$ cat config.mk
export PLATFORM = sky130hd
export DESIGN_NAME = frame_chunk_reassembly_filter
export DESIGN_NICKNAME = d
export VERILOG_FILES = /design/src/rtl/fcrf_pkg.sv /design/src/rtl/fcrf_front.sv /design/src/rtl/fcrf_queue.sv /design/src/rtl/fcrf_back.sv /design/src/rtl/frame_chunk_reassembly_filter.sv
export SDC_FILE = /design/constraint.sdc
export NUM_CORES = 2
export LEC_CHECK = 0
export ABC_AREA = 0
export BUFFER_PORTS_ARGS = -buffer_cell sky130_fd_sc_hd__buf_2
export CAP_MARGIN = 25
export CORE_AREA = 2 2 283 285
export DETAILED_ROUTE_END_ITERATION = 6
export DIE_AREA = 0 0 285 287
export GPL_TIMING_DRIVEN = 0
export PLACE_DENSITY = 0.78
export SLEW_MARGIN = 20
export SYNTH_ARGS = -nofsm -noshare
export SYNTH_HDL_FRONTEND = slang
export SYNTH_SLANG_ARGS = --single-unit
$ cat constraint.sdc
create_clock -name clock -period 17.1 [get_ports clock]
set_input_delay 0.855 -clock clock [delete_from_list [all_inputs] [get_ports clock]]
set_output_delay 0.855 -clock clock [all_outputs]
set_load 0.05 [all_outputs]
$ cat src/rtl/fcrf_pkg.sv
package fcrf_pkg;

   // Capacity of the chunk bitmap and of the frame buffer.
   localparam int MAX_CHUNKS   = 128;
   localparam int BUFFER_BYTES = 131072;
   localparam int IDX_W        = $clog2(MAX_CHUNKS);
   localparam int COUNT_W      = $clog2(MAX_CHUNKS + 1);

   // Depth of the queue between the classifier and the reassembly state.
   localparam int QUEUE_DEPTH  = 4;
   localparam int QPTR_W       = $clog2(QUEUE_DEPTH);
   localparam int QCNT_W       = $clog2(QUEUE_DEPTH + 1);

   // Header filter constants.
   localparam logic [15:0] FC_DATA        = 16'h0008;
   localparam logic [15:0] MIN_FRAME_LEN  = 16'd33;
   localparam logic [23:0] MAGIC_CAM      = 24'h43414D;
   localparam logic [47:0] BROADCAST_ADDR = 48'hFFFF_FFFF_FFFF;
   localparam logic [26:0] LEN27_MAX      = 27'h7FF_FFFF;

   // Configuration register indexes and reset values.
   localparam logic CSR_OWN_ADDRESS = 1'b0;
   localparam logic CSR_CHUNK_SIZE  = 1'b1;
   localparam logic [15:0] CHUNK_SIZE_RESET = 16'd1300;

   // One classified beat, as it travels from the front to the back.
   typedef struct packed {
      logic              ok;
      logic              drop;
      logic [IDX_W-1:0]  idx;
      logic              idx_ge_total;
      logic [15:0]       total;
      logic              fits;
      logic [16:0]       offset;
      logic [26:0]       img_len;
      logic              over;
   } entry_type;

endpackage

$ cat src/rtl/fcrf_front.sv
module fcrf_front (
   input  logic                    is_data_frame,
   input  logic [15:0]             frame_length,
   input  logic [15:0]             frame_control,
   input  logic [47:0]             dest_address,
   input  logic [23:0]             magic,
   input  logic [15:0]             chunk_index,
   input  logic [15:0]             chunk_total,
   input  logic [15:0]             chunk_length,
   input  logic [47:0]             own_address,
   input  logic [15:0]             chunk_size,
   output fcrf_pkg::entry_type     entry
);

   logic [31:0] offset_full;
   logic [15:0] total_m1;
   logic [31:0] base_len;
   logic [32:0] end_byte;
   logic [32:0] full_len;

   always_comb begin
      // Header filter.
      entry.ok = is_data_frame && (frame_length >= fcrf_pkg::MIN_FRAME_LEN) &&
                 (frame_control == fcrf_pkg::FC_DATA) &&
                 ((dest_address == own_address) ||
                  (dest_address == fcrf_pkg::BROADCAST_ADDR)) &&
                 (magic == fcrf_pkg::MAGIC_CAM);

      // Index classification, independent of the reassembly state.
      entry.drop         = (chunk_index >= 16'(fcrf_pkg::MAX_CHUNKS));
      entry.idx          = chunk_index[fcrf_pkg::IDX_W-1:0];
      entry.idx_ge_total = (chunk_index >= chunk_total);
      entry.total        = chunk_total;

      // Write offset and whether the chunk fits in the buffer.
      offset_full  = 32'(chunk_index) * 32'(chunk_size);
      end_byte     = {1'b0, offset_full} + 33'(chunk_length);
      entry.fits   = (end_byte <= 33'(fcrf_pkg::BUFFER_BYTES));
      entry.offset = offset_full[16:0];

      // Whole image length, used when this chunk completes the image.
      total_m1   = chunk_total - 16'd1;
      base_len   = 32'(total_m1) * 32'(chunk_size);
      full_len   = {1'b0, base_len} + 33'(chunk_length);
      entry.over = (full_len > 33'(fcrf_pkg::BUFFER_BYTES));
      entry.img_len = (full_len > 33'(fcrf_pkg::LEN27_MAX)) ?
                      fcrf_pkg::LEN27_MAX : full_len[26:0];
   end

endmodule

$ cat src/rtl/fcrf_queue.sv
module fcrf_queue (
   input  logic                 clock,
   input  logic                 reset,
   input  logic                 push,
   input  fcrf_pkg::entry_type  push_data,
   output logic                 full,
   input  logic                 pop,
   output fcrf_pkg::entry_type  pop_data,
   output logic                 empty
);

   fcrf_pkg::entry_type              store_ff [fcrf_pkg::QUEUE_DEPTH];
   logic [fcrf_pkg::QPTR_W-1:0]      wr_ptr_ff, wr_ptr_in;
   logic [fcrf_pkg::QPTR_W-1:0]      rd_ptr_ff, rd_ptr_in;
   logic [fcrf_pkg::QCNT_W-1:0]      count_ff, count_in;
   logic                             do_push;
   logic                             do_pop;

   assign full     = (count_ff == fcrf_pkg::QCNT_W'(fcrf_pkg::QUEUE_DEPTH));
   assign empty    = (count_ff == '0);
   assign do_push  = push && !full;
   assign do_pop   = pop && !empty;
   assign pop_data = store_ff[rd_ptr_ff];

   // Pointer and fill count update.
   always_comb begin
      wr_ptr_in = wr_ptr_ff;
      rd_ptr_in = rd_ptr_ff;
      count_in  = count_ff;
      if (do_push) begin
         wr_ptr_in = (wr_ptr_ff == fcrf_pkg::QPTR_W'(fcrf_pkg::QUEUE_DEPTH - 1)) ?
                     '0 : wr_ptr_ff + fcrf_pkg::QPTR_W'(1);
      end
      if (do_pop) begin
         rd_ptr_in = (rd_ptr_ff == fcrf_pkg::QPTR_W'(fcrf_pkg::QUEUE_DEPTH - 1)) ?
                     '0 : rd_ptr_ff + fcrf_pkg::QPTR_W'(1);
      end
      if (do_push && !do_pop) begin
         count_in = count_ff + fcrf_pkg::QCNT_W'(1);
      end else if (do_pop && !do_push) begin
         count_in = count_ff - fcrf_pkg::QCNT_W'(1);
      end
   end

   always_ff @(posedge clock) begin
      if (reset) begin
         wr_ptr_ff <= '0;
         rd_ptr_ff <= '0;
         count_ff  <= '0;
      end else begin
         wr_ptr_ff <= wr_ptr_in;
         rd_ptr_ff <= rd_ptr_in;
         count_ff  <= count_in;
      end
   end

   // Entry storage.
   always_ff @(posedge clock) begin
      if (do_push) begin
         store_ff[wr_ptr_ff] <= push_data;
      end
   end

endmodule

$ cat src/rtl/fcrf_back.sv
module fcrf_back (
   input  logic                 clock,
   input  logic                 reset,
   input  fcrf_pkg::entry_type  entry,
   input  logic                 entry_valid,
   output logic                 entry_pop,
   output logic                 rsp_valid,
   input  logic                 rsp_ready,
   output logic                 rsp_accepted,
   output logic                 rsp_new_chunk,
   output logic                 rsp_write_enable,
   output logic [16:0]          rsp_write_offset,
   output logic                 rsp_image_done,
   output logic [26:0]          rsp_image_length,
   output logic                 rsp_length_over,
   output logic                 rsp_index_dropped
);

   logic [fcrf_pkg::MAX_CHUNKS-1:0] map_ff, map_in;
   logic [fcrf_pkg::COUNT_W-1:0]    count_ff, count_in;
   logic [15:0]                     total_ff, total_in;
   logic [fcrf_pkg::COUNT_W-1:0]    count_base;
   logic [fcrf_pkg::COUNT_W-1:0]    count_next;
   logic                            restart;
   logic                            seen;
   logic                            newc;
   logic                            done;

   logic        valid_ff, valid_in;
   logic        accepted_ff, new_ff, we_ff, done_ff, over_ff, drop_ff;
   logic [16:0] offset_ff;
   logic [26:0] length_ff;

   // A beat leaves the queue when the result register is free or drains.
   assign entry_pop = entry_valid && (!valid_ff || rsp_ready);

   // Bitmap restart, duplicate check and count.
   always_comb begin
      restart    = entry.ok && ((entry.total != total_ff) || entry.idx_ge_total);
      seen       = restart ? 1'b0 : map_ff[entry.idx];
      count_base = restart ? '0 : count_ff;
      newc       = entry.ok && !entry.drop && !seen;
      count_next = count_base + fcrf_pkg::COUNT_W'(1);
      done       = newc && (16'(count_next) == entry.total);
   end

   // Next reassembly state.
   always_comb begin
      map_in   = map_ff;
      count_in = count_ff;
      total_in = total_ff;
      if (entry_pop) begin
         if (restart) begin
            map_in   = '0;
            total_in = entry.total;
         end
         count_in = count_base;
         if (newc) begin
            map_in[entry.idx] = 1'b1;
            count_in          = count_next;
         end
      end
   end

   always_comb begin
      valid_in = entry_pop || (valid_ff && !rsp_ready);
   end

   always_ff @(posedge clock) begin
      if (reset) begin
         map_ff   <= '0;
         count_ff <= '0;
         total_ff <= '0;
         valid_ff <= 1'b0;
      end else begin
         map_ff   <= map_in;
         count_ff <= count_in;
         total_ff <= total_in;
         valid_ff <= valid_in;
      end
   end

   // Result register.
   always_ff @(posedge clock) begin
      if (entry_pop) begin
         accepted_ff <= entry.ok;
         new_ff      <= newc;
         we_ff       <= newc && entry.fits;
         offset_ff   <= (newc && entry.fits) ? entry.offset : '0;
         done_ff     <= done;
         length_ff   <= done ? entry.img_len : '0;
         over_ff     <= done && entry.over;
         drop_ff     <= entry.ok && entry.drop;
      end
   end

   assign rsp_valid         = valid_ff;
   assign rsp_accepted      = accepted_ff;
   assign rsp_new_chunk     = new_ff;
   assign rsp_write_enable  = we_ff;
   assign rsp_write_offset  = offset_ff;
   assign rsp_image_done    = done_ff;
   assign rsp_image_length  = length_ff;
   assign rsp_length_over   = over_ff;
   assign rsp_index_dropped = drop_ff;

endmodule

$ cat src/rtl/frame_chunk_reassembly_filter.sv
// Each request beat is written into the queue, then into the result register once it is free or drains.
// Throughput: one beat per cycle unless the result side stalls; bitmap read, update and clear share a cycle.
// A four-entry queue between the classifier and the bitmap lets either side stall alone.
// Reset (synchronous): clears the bitmap, count, expected total and queue;
// own address returns to zero and chunk size to 1300.
module frame_chunk_reassembly_filter (
   input  logic        clock,
   input  logic        reset,
   input  logic        req_valid,
   output logic        req_ready,
   input  logic        req_is_data_frame,
   input  logic [15:0] req_frame_length,
   input  logic [15:0] req_frame_control,
   input  logic [47:0] req_dest_address,
   input  logic [23:0] req_magic,
   input  logic [15:0] req_chunk_index,
   input  logic [15:0] req_chunk_total,
   input  logic [15:0] req_chunk_length,
   output logic        rsp_valid,
   input  logic        rsp_ready,
   output logic        rsp_accepted,
   output logic        rsp_new_chunk,
   output logic        rsp_write_enable,
   output logic [16:0] rsp_write_offset,
   output logic        rsp_image_done,
   output logic [26:0] rsp_image_length,
   output logic        rsp_length_over,
   output logic        rsp_index_dropped,
   input  logic        csr_write_enable,
   input  logic        csr_index,
   input  logic [47:0] csr_write_data
);

   logic [47:0]          own_address_ff;
   logic [15:0]          chunk_size_ff;
   fcrf_pkg::entry_type  front_entry;
   fcrf_pkg::entry_type  queue_entry;
   logic                 queue_full;
   logic                 queue_empty;
   logic                 queue_pop;

   // Configuration registers.
   always_ff @(posedge clock) begin
      if (reset) begin
         own_address_ff <= '0;
         chunk_size_ff  <= fcrf_pkg::CHUNK_SIZE_RESET;
      end else if (csr_write_enable) begin
         unique case (csr_index)
            fcrf_pkg::CSR_OWN_ADDRESS: own_address_ff <= csr_write_data;
            fcrf_pkg::CSR_CHUNK_SIZE:  chunk_size_ff  <= csr_write_data[15:0];
            default: ;
         endcase
      end
   end

   assign req_ready = !queue_full;

   fcrf_front u_front (
      .is_data_frame (req_is_data_frame),
      .frame_length  (req_frame_length),
      .frame_control (req_frame_control),
      .dest_address  (req_dest_address),
      .magic         (req_magic),
      .chunk_index   (req_chunk_index),
      .chunk_total   (req_chunk_total),
      .chunk_length  (req_chunk_length),
      .own_address   (own_address_ff),
      .chunk_size    (chunk_size_ff),
      .entry         (front_entry)
   );

   fcrf_queue u_queue (
      .clock     (clock),
      .reset     (reset),
      .push      (req_valid),
      .push_data (front_entry),
      .full      (queue_full),
      .pop       (queue_pop),
      .pop_data  (queue_entry),
      .empty     (queue_empty)
   );

   fcrf_back u_back (
      .clock             (clock),
      .reset             (reset),
      .entry             (queue_entry),
      .entry_valid       (!queue_empty),
      .entry_pop         (queue_pop),
      .rsp_valid         (rsp_valid),
      .rsp_ready         (rsp_ready),
      .rsp_accepted      (rsp_accepted),
      .rsp_new_chunk     (rsp_new_chunk),
      .rsp_write_enable  (rsp_write_enable),
      .rsp_write_offset  (rsp_write_offset),
      .rsp_image_done    (rsp_image_done),
      .rsp_image_length  (rsp_image_length),
      .rsp_length_over   (rsp_length_over),
      .rsp_index_dropped (rsp_index_dropped)
   );

endmodule

==> impl_metrics.prom <==
# TYPE chip_impl_metric gauge
chip_impl_info{name="status",value="completed"} 1
chip_impl_metric{name="initial_antenna_violation_count",unit=""} 9
chip_impl_info{name="mostFrequentLayoutCell",value="nand2_1"} 1
chip_impl_metric{name="h_tree_lvl_count",unit=""} 2
chip_impl_metric{name="clock_sinks",unit=""} 564
chip_impl_metric{name="maxSlewViolCount",unit=""} 0
chip_impl_metric{name="post-route-drc-count",unit=""} 0
chip_impl_metric{name="placed_cells_incl_taps",unit=""} 5529
chip_impl_metric{name="postRouteAntennaNets",unit=""} 0
chip_impl_metric{name="num_rows",unit=""} 103
chip_impl_metric{name="setup-violations-final",unit=""} 0
chip_impl_metric{name="final_layout_size_suffix_gt1_share",unit="%"} 10.8
chip_impl_metric{name="hold_crit_depth",unit=""} 1
chip_impl_metric{name="finalHoldViolations",unit=""} 0
chip_impl_metric{name="total_leakage_power",unit="nW"} 20.2
chip_impl_info{name="critPathKind",value="input port to flop"} 1
chip_impl_metric{name="floorplan.core_area",unit="um2"} 78600
chip_impl_metric{name="syn_nets",unit=""} 5082
chip_impl_info{name="most-common-layout-cells",value="nand2_1 (649), inv_1 (554), fa_1 (407)"} 1
chip_impl_info{name="critPathMostFrequentCell",value="fa_1"} 1
chip_impl_metric{name="async_flop_share",unit="%"} 0
chip_impl_metric{name="crit_fanout",unit=""} 11
chip_impl_metric{name="post_route_design_area",unit="um2"} 47600
chip_impl_metric{name="drt_pass1_iterations",unit=""} 7
chip_impl_metric{name="synth_simple_gate_area_share",unit="%"} 15.4
chip_impl_info{name="min-delay-path-class",value="input port to flop"} 1
chip_impl_info{name="worst_r2r_startpoint",value="chunk_size_ff[4]$_SDFFE_PP1P_"} 1
chip_impl_metric{name="cts.repair.resized",unit=""} 0
chip_impl_info{name="cts_tree",value="yes"} 1
chip_impl_metric{name="worst-endpoint-arrival",unit="ns"} 10.94
chip_impl_metric{name="number_of_hold_buffers_added_after_cts",unit=""} 0
chip_impl_metric{name="synthesis.yosys.warnings",unit=""} 0
chip_impl_metric{name="ys_types",unit=""} 85
chip_impl_metric{name="fin_setup_tns",unit="ns"} 0
chip_impl_metric{name="port-buffer-count",unit=""} 257
chip_impl_metric{name="grt-ovfl-total",unit=""} 0
chip_impl_metric{name="grt_start_max_net_pins",unit=""} 49
chip_impl_metric{name="worst_path_largest_cell_delay",unit="ns"} 0.72
chip_impl_metric{name="die_width",unit="um"} 285
chip_impl_metric{name="compound_cell_area_share_of_the_yosys_netlist",unit="%"} 8.63
chip_impl_info{name="clock-root-buffer",value="clkbuf_16"} 1
chip_impl_metric{name="tightestPinTransition",unit="ns"} 0.978
chip_impl_metric{name="via_count",unit=""} 33318
chip_impl_metric{name="vias_per_instance",unit=""} 5.89
chip_impl_metric{name="placed_area",unit="um2"} 45600
chip_impl_metric{name="syn-instance-count",unit=""} 4214
chip_impl_metric{name="min_period_over_period",unit="%"} 62.4
chip_impl_metric{name="ios",unit=""} 259
chip_impl_metric{name="finalClockSkew",unit="ns"} 0.0970
chip_impl_metric{name="wl",unit="mm"} 122
chip_impl_info{name="slowest_stage",value="xnor2_1"} 1
chip_impl_info{name="synth_top_family_by_area",value="adder cells"} 1
chip_impl_metric{name="drtIter0Drc",unit=""} 3527
chip_impl_metric{name="layout.nets",unit=""} 5408
chip_impl_metric{name="detail_route.wl_per_cell",unit="um"} 21.6
chip_impl_info{name="ys_dominant_reg_cell",value="edfxtp_1"} 1
chip_impl_metric{name="gp_routability_congestion",unit=""} 1.01
chip_impl_metric{name="grt_pass1_vias",unit=""} 32712
chip_impl_metric{name="share_of_the_yosys_chip_area_belonging_to_registers",unit="%"} 34.3
chip_impl_metric{name="fin_crit",unit="ns"} 10.66
chip_impl_metric{name="initial_core_util",unit="%"} 54.5
chip_impl_metric{name="power_per_cell_area",unit="nW/um2"} 186
chip_impl_metric{name="layout.filler_cells",unit=""} 6478
chip_impl_metric{name="max_cap_viol_count",unit=""} 0
chip_impl_metric{name="postCtsSetupBuffers",unit=""} 0
chip_impl_metric{name="finish.cell_count_without_fillers",unit=""} 5653
chip_impl_info{name="setup.worst_path.start_class",value="input port"} 1
chip_impl_metric{name="synth-adder-area-share",unit="%"} 26.4
chip_impl_info{name="timing.critical_path.to_type",value="flop"} 1
chip_impl_metric{name="cts_inserted_buffers",unit=""} 56
chip_impl_metric{name="worst_case_vdd_ir_drop",unit="V"} 0.000225
chip_impl_metric{name="timing.slew.headroom",unit="%"} 34.8
chip_impl_info{name="r2r_end",value="u_queue.store_ff[2][45]$_DFFE_PP_"} 1
chip_impl_metric{name="synth.ff_latch_count",unit=""} 564
chip_impl_metric{name="hpwlAfterDp",unit="mm"} 95.0
chip_impl_info{name="worstHoldStart",value="req_chunk_total[13]"} 1
chip_impl_metric{name="synth_xor_xnor_area_share",unit="%"} 3.11
chip_impl_metric{name="floorplan.die_area",unit="um2"} 81800
chip_impl_metric{name="timing.fmax",unit="MHz"} 93.8
chip_impl_metric{name="grt.total_usage",unit="%"} 29.7
chip_impl_metric{name="dieHeight",unit="um"} 287
chip_impl_metric{name="synth_mux_area_share",unit="%"} 5.14
chip_impl_metric{name="grt_pass1_wl",unit="mm"} 188
chip_impl_metric{name="internal_reg_to_reg_setup_slack",unit="ns"} 6.84
chip_impl_metric{name="design_power_total",unit="mW"} 8.87
chip_impl_metric{name="postSynthAreaPerCell",unit="um2"} 10.2
chip_impl_metric{name="reg2reg_depth",unit=""} 29
chip_impl_metric{name="post_syn_area",unit="um2"} 42800
chip_impl_metric{name="area_growth",unit="%"} 11.1
chip_impl_metric{name="synth_edf_count",unit=""} 338
chip_impl_metric{name="cts_buffer_depth",unit=""} 3
chip_impl_info{name="rsz_0062_raised_after_global_routing",value="no"} 1
chip_impl_info{name="min_to",value="u_queue.store_ff[0][59]$_DFFE_PP_"} 1
chip_impl_metric{name="clk_latency",unit="ns"} 0.67
chip_impl_metric{name="crit_required",unit="ns"} 17.38
chip_impl_metric{name="reg_clk_slew_reported_paths",unit="ns"} 0.07
[kinds of logic after synthesis]
| kind of cell | after synthesis |
|---|---|
| AND/OR/NAND/NOR | 1364 |
| buffers and inverters | 767 |
| adder cells (fa/ha/maj) | 661 |
| AO/OA/AOI/OAI | 585 |
| flip-flops | 564 |
| XOR/XNOR | 152 |
| multiplexers | 121 |
[Yosys cell counts (18+ instances only)]
| library cell | count | area, um2 |
|---|---|---|
| nand2_1 | 649 | 2440 |
| inv_1 | 554 | 2080 |
| fa_1 | 407 | 8150 |
| edfxtp_1 | 338 | 10100 |
| ha_1 | 254 | 3180 |
| dfxtp_1 | 226 | 4520 |
| and2_1 | 219 | 1370 |
| a21oi_1 | 178 | 891 |
| clkbuf_1 | 174 | 653 |
| nor2_1 | 141 | 529 |
| o21ai_0 | 101 | 505 |
| xor2_1 | 93 | 815 |
| mux4_2 | 73 | 1640 |
| nor2b_1 | 65 | 407 |
| xnor2_1 | 59 | 517 |
| nand3_1 | 49 | 245 |
| a22oi_1 | 47 | 353 |
| o21ai_1 | 47 | 235 |
| and3_1 | 39 | 244 |
| nand4_1 | 39 | 244 |
| nor4_1 | 38 | 238 |
| mux2i_1 | 36 | 360 |
| nor3_1 | 29 | 145 |
| a21o_1 | 28 | 210 |
| nand2b_1 | 25 | 156 |
| or3_1 | 20 | 125 |
| a211oi_1 | 18 | 135 |
| a31oi_1 | 18 | 113 |
| buf_2 | 18 | 90.1 |
[registers in the layout, summed over array words and instances (netlist names), 2 cells and up, named ones only]
register,count
u_back.rsp_image_length,27
u_back.total_ff,16
u_back.map_ff,128
u_queue.rd_ptr_ff,2
u_queue.count_ff,3
u_back.count_ff,8
u_back.rsp_write_offset,17
u_queue.store_ff,288
own_address_ff,48
chunk_size_ff,16
u_queue.wr_ptr_ff,2
[worst max path at each step]
stage | start | end | slack (ns)
6_report | req_chunk_total[0] | u_queue.store_ff[3][22]$_DFFE_PP_ | 6.44
3_3_place_gp | req_chunk_index[11] | u_queue.store_ff[0][45]$_DFFE_PP_ | 5.18
4_1_cts | chunk_size_ff[4]$_SDFFE_PP1P_ | u_queue.store_ff[1][45]$_DFFE_PP_ | 6.75
5_1_grt | req_chunk_total[0] | u_queue.store_ff[0][13]$_DFFE_PP_ | 6.10
2_1_floorplan | req_chunk_total[5] | u_queue.store_ff[0][0]$_DFFE_PP_ | 8.34
3_5_place_dp | req_chunk_index[11] | u_queue.store_ff[1][45]$_DFFE_PP_ | 6.29
[critical path: cells and delay by family]
kind	cells	cell delay [ns]
xor+xnor	2	0.93
compound gates	5	1.68
buf+inv	10	2.54
simple gates	6	1.62
fa+ha+maj	8	3.29
[routing by layer]
metal / up-vias / wire, um / global-route usage (%)
met3: 233 / 12200 / 5.09
met1: 16578 / 50100 / 42.4
li1: 14774 / - / -
met5: - / 13 / 0
met2: 1731 / 55600 / 45.9
met4: 2 / 4360 / 11.1
[power by group]
part | internal, mW | total, mW | switching [mW]
Sequential | 1.89 | 1.96 | 0.0658
Combinational | 1.96 | 5.66 | 3.70
Clock | 0.709 | 1.25 | 0.543
[cell type report]
| type | instances | area, um2 | share of cell area [%] |
|---|---|---|---|
| timing repair buffer | 268 | 1460 | 3.08 |
| clock buffer | 67 | 1460 | 3.07 |
| clock inverter | 39 | 432 | 0.907 |
| tap | 1050 | 1310 | 2.76 |
| multi-input combinational | 2883 | 25200 | 53.0 |
| inverter | 556 | 2090 | 4.39 |
| buffer | 211 | 906 | 1.90 |
| sequential | 564 | 14700 | 30.8 |
| antenna | 15 | 37.5 | 0.0789 |
[through the flow]
| step | util (%) | hold WS (ns) | setup WS (ns) |
|---|---|---|---|
| floorplan | - | 0.417 | 8.34 |
| global placement | 57.8 | 0.428 | 5.18 |
| detailed placement | 58.0 | 0.438 | 6.29 |
| CTS | 60.4 | 0.391 | 6.75 |
| global route | 60.5 | 0.413 | 6.10 |
| finish | 60.5 | 0.422 | 6.44 |
Power figures use the tool's default switching activity.
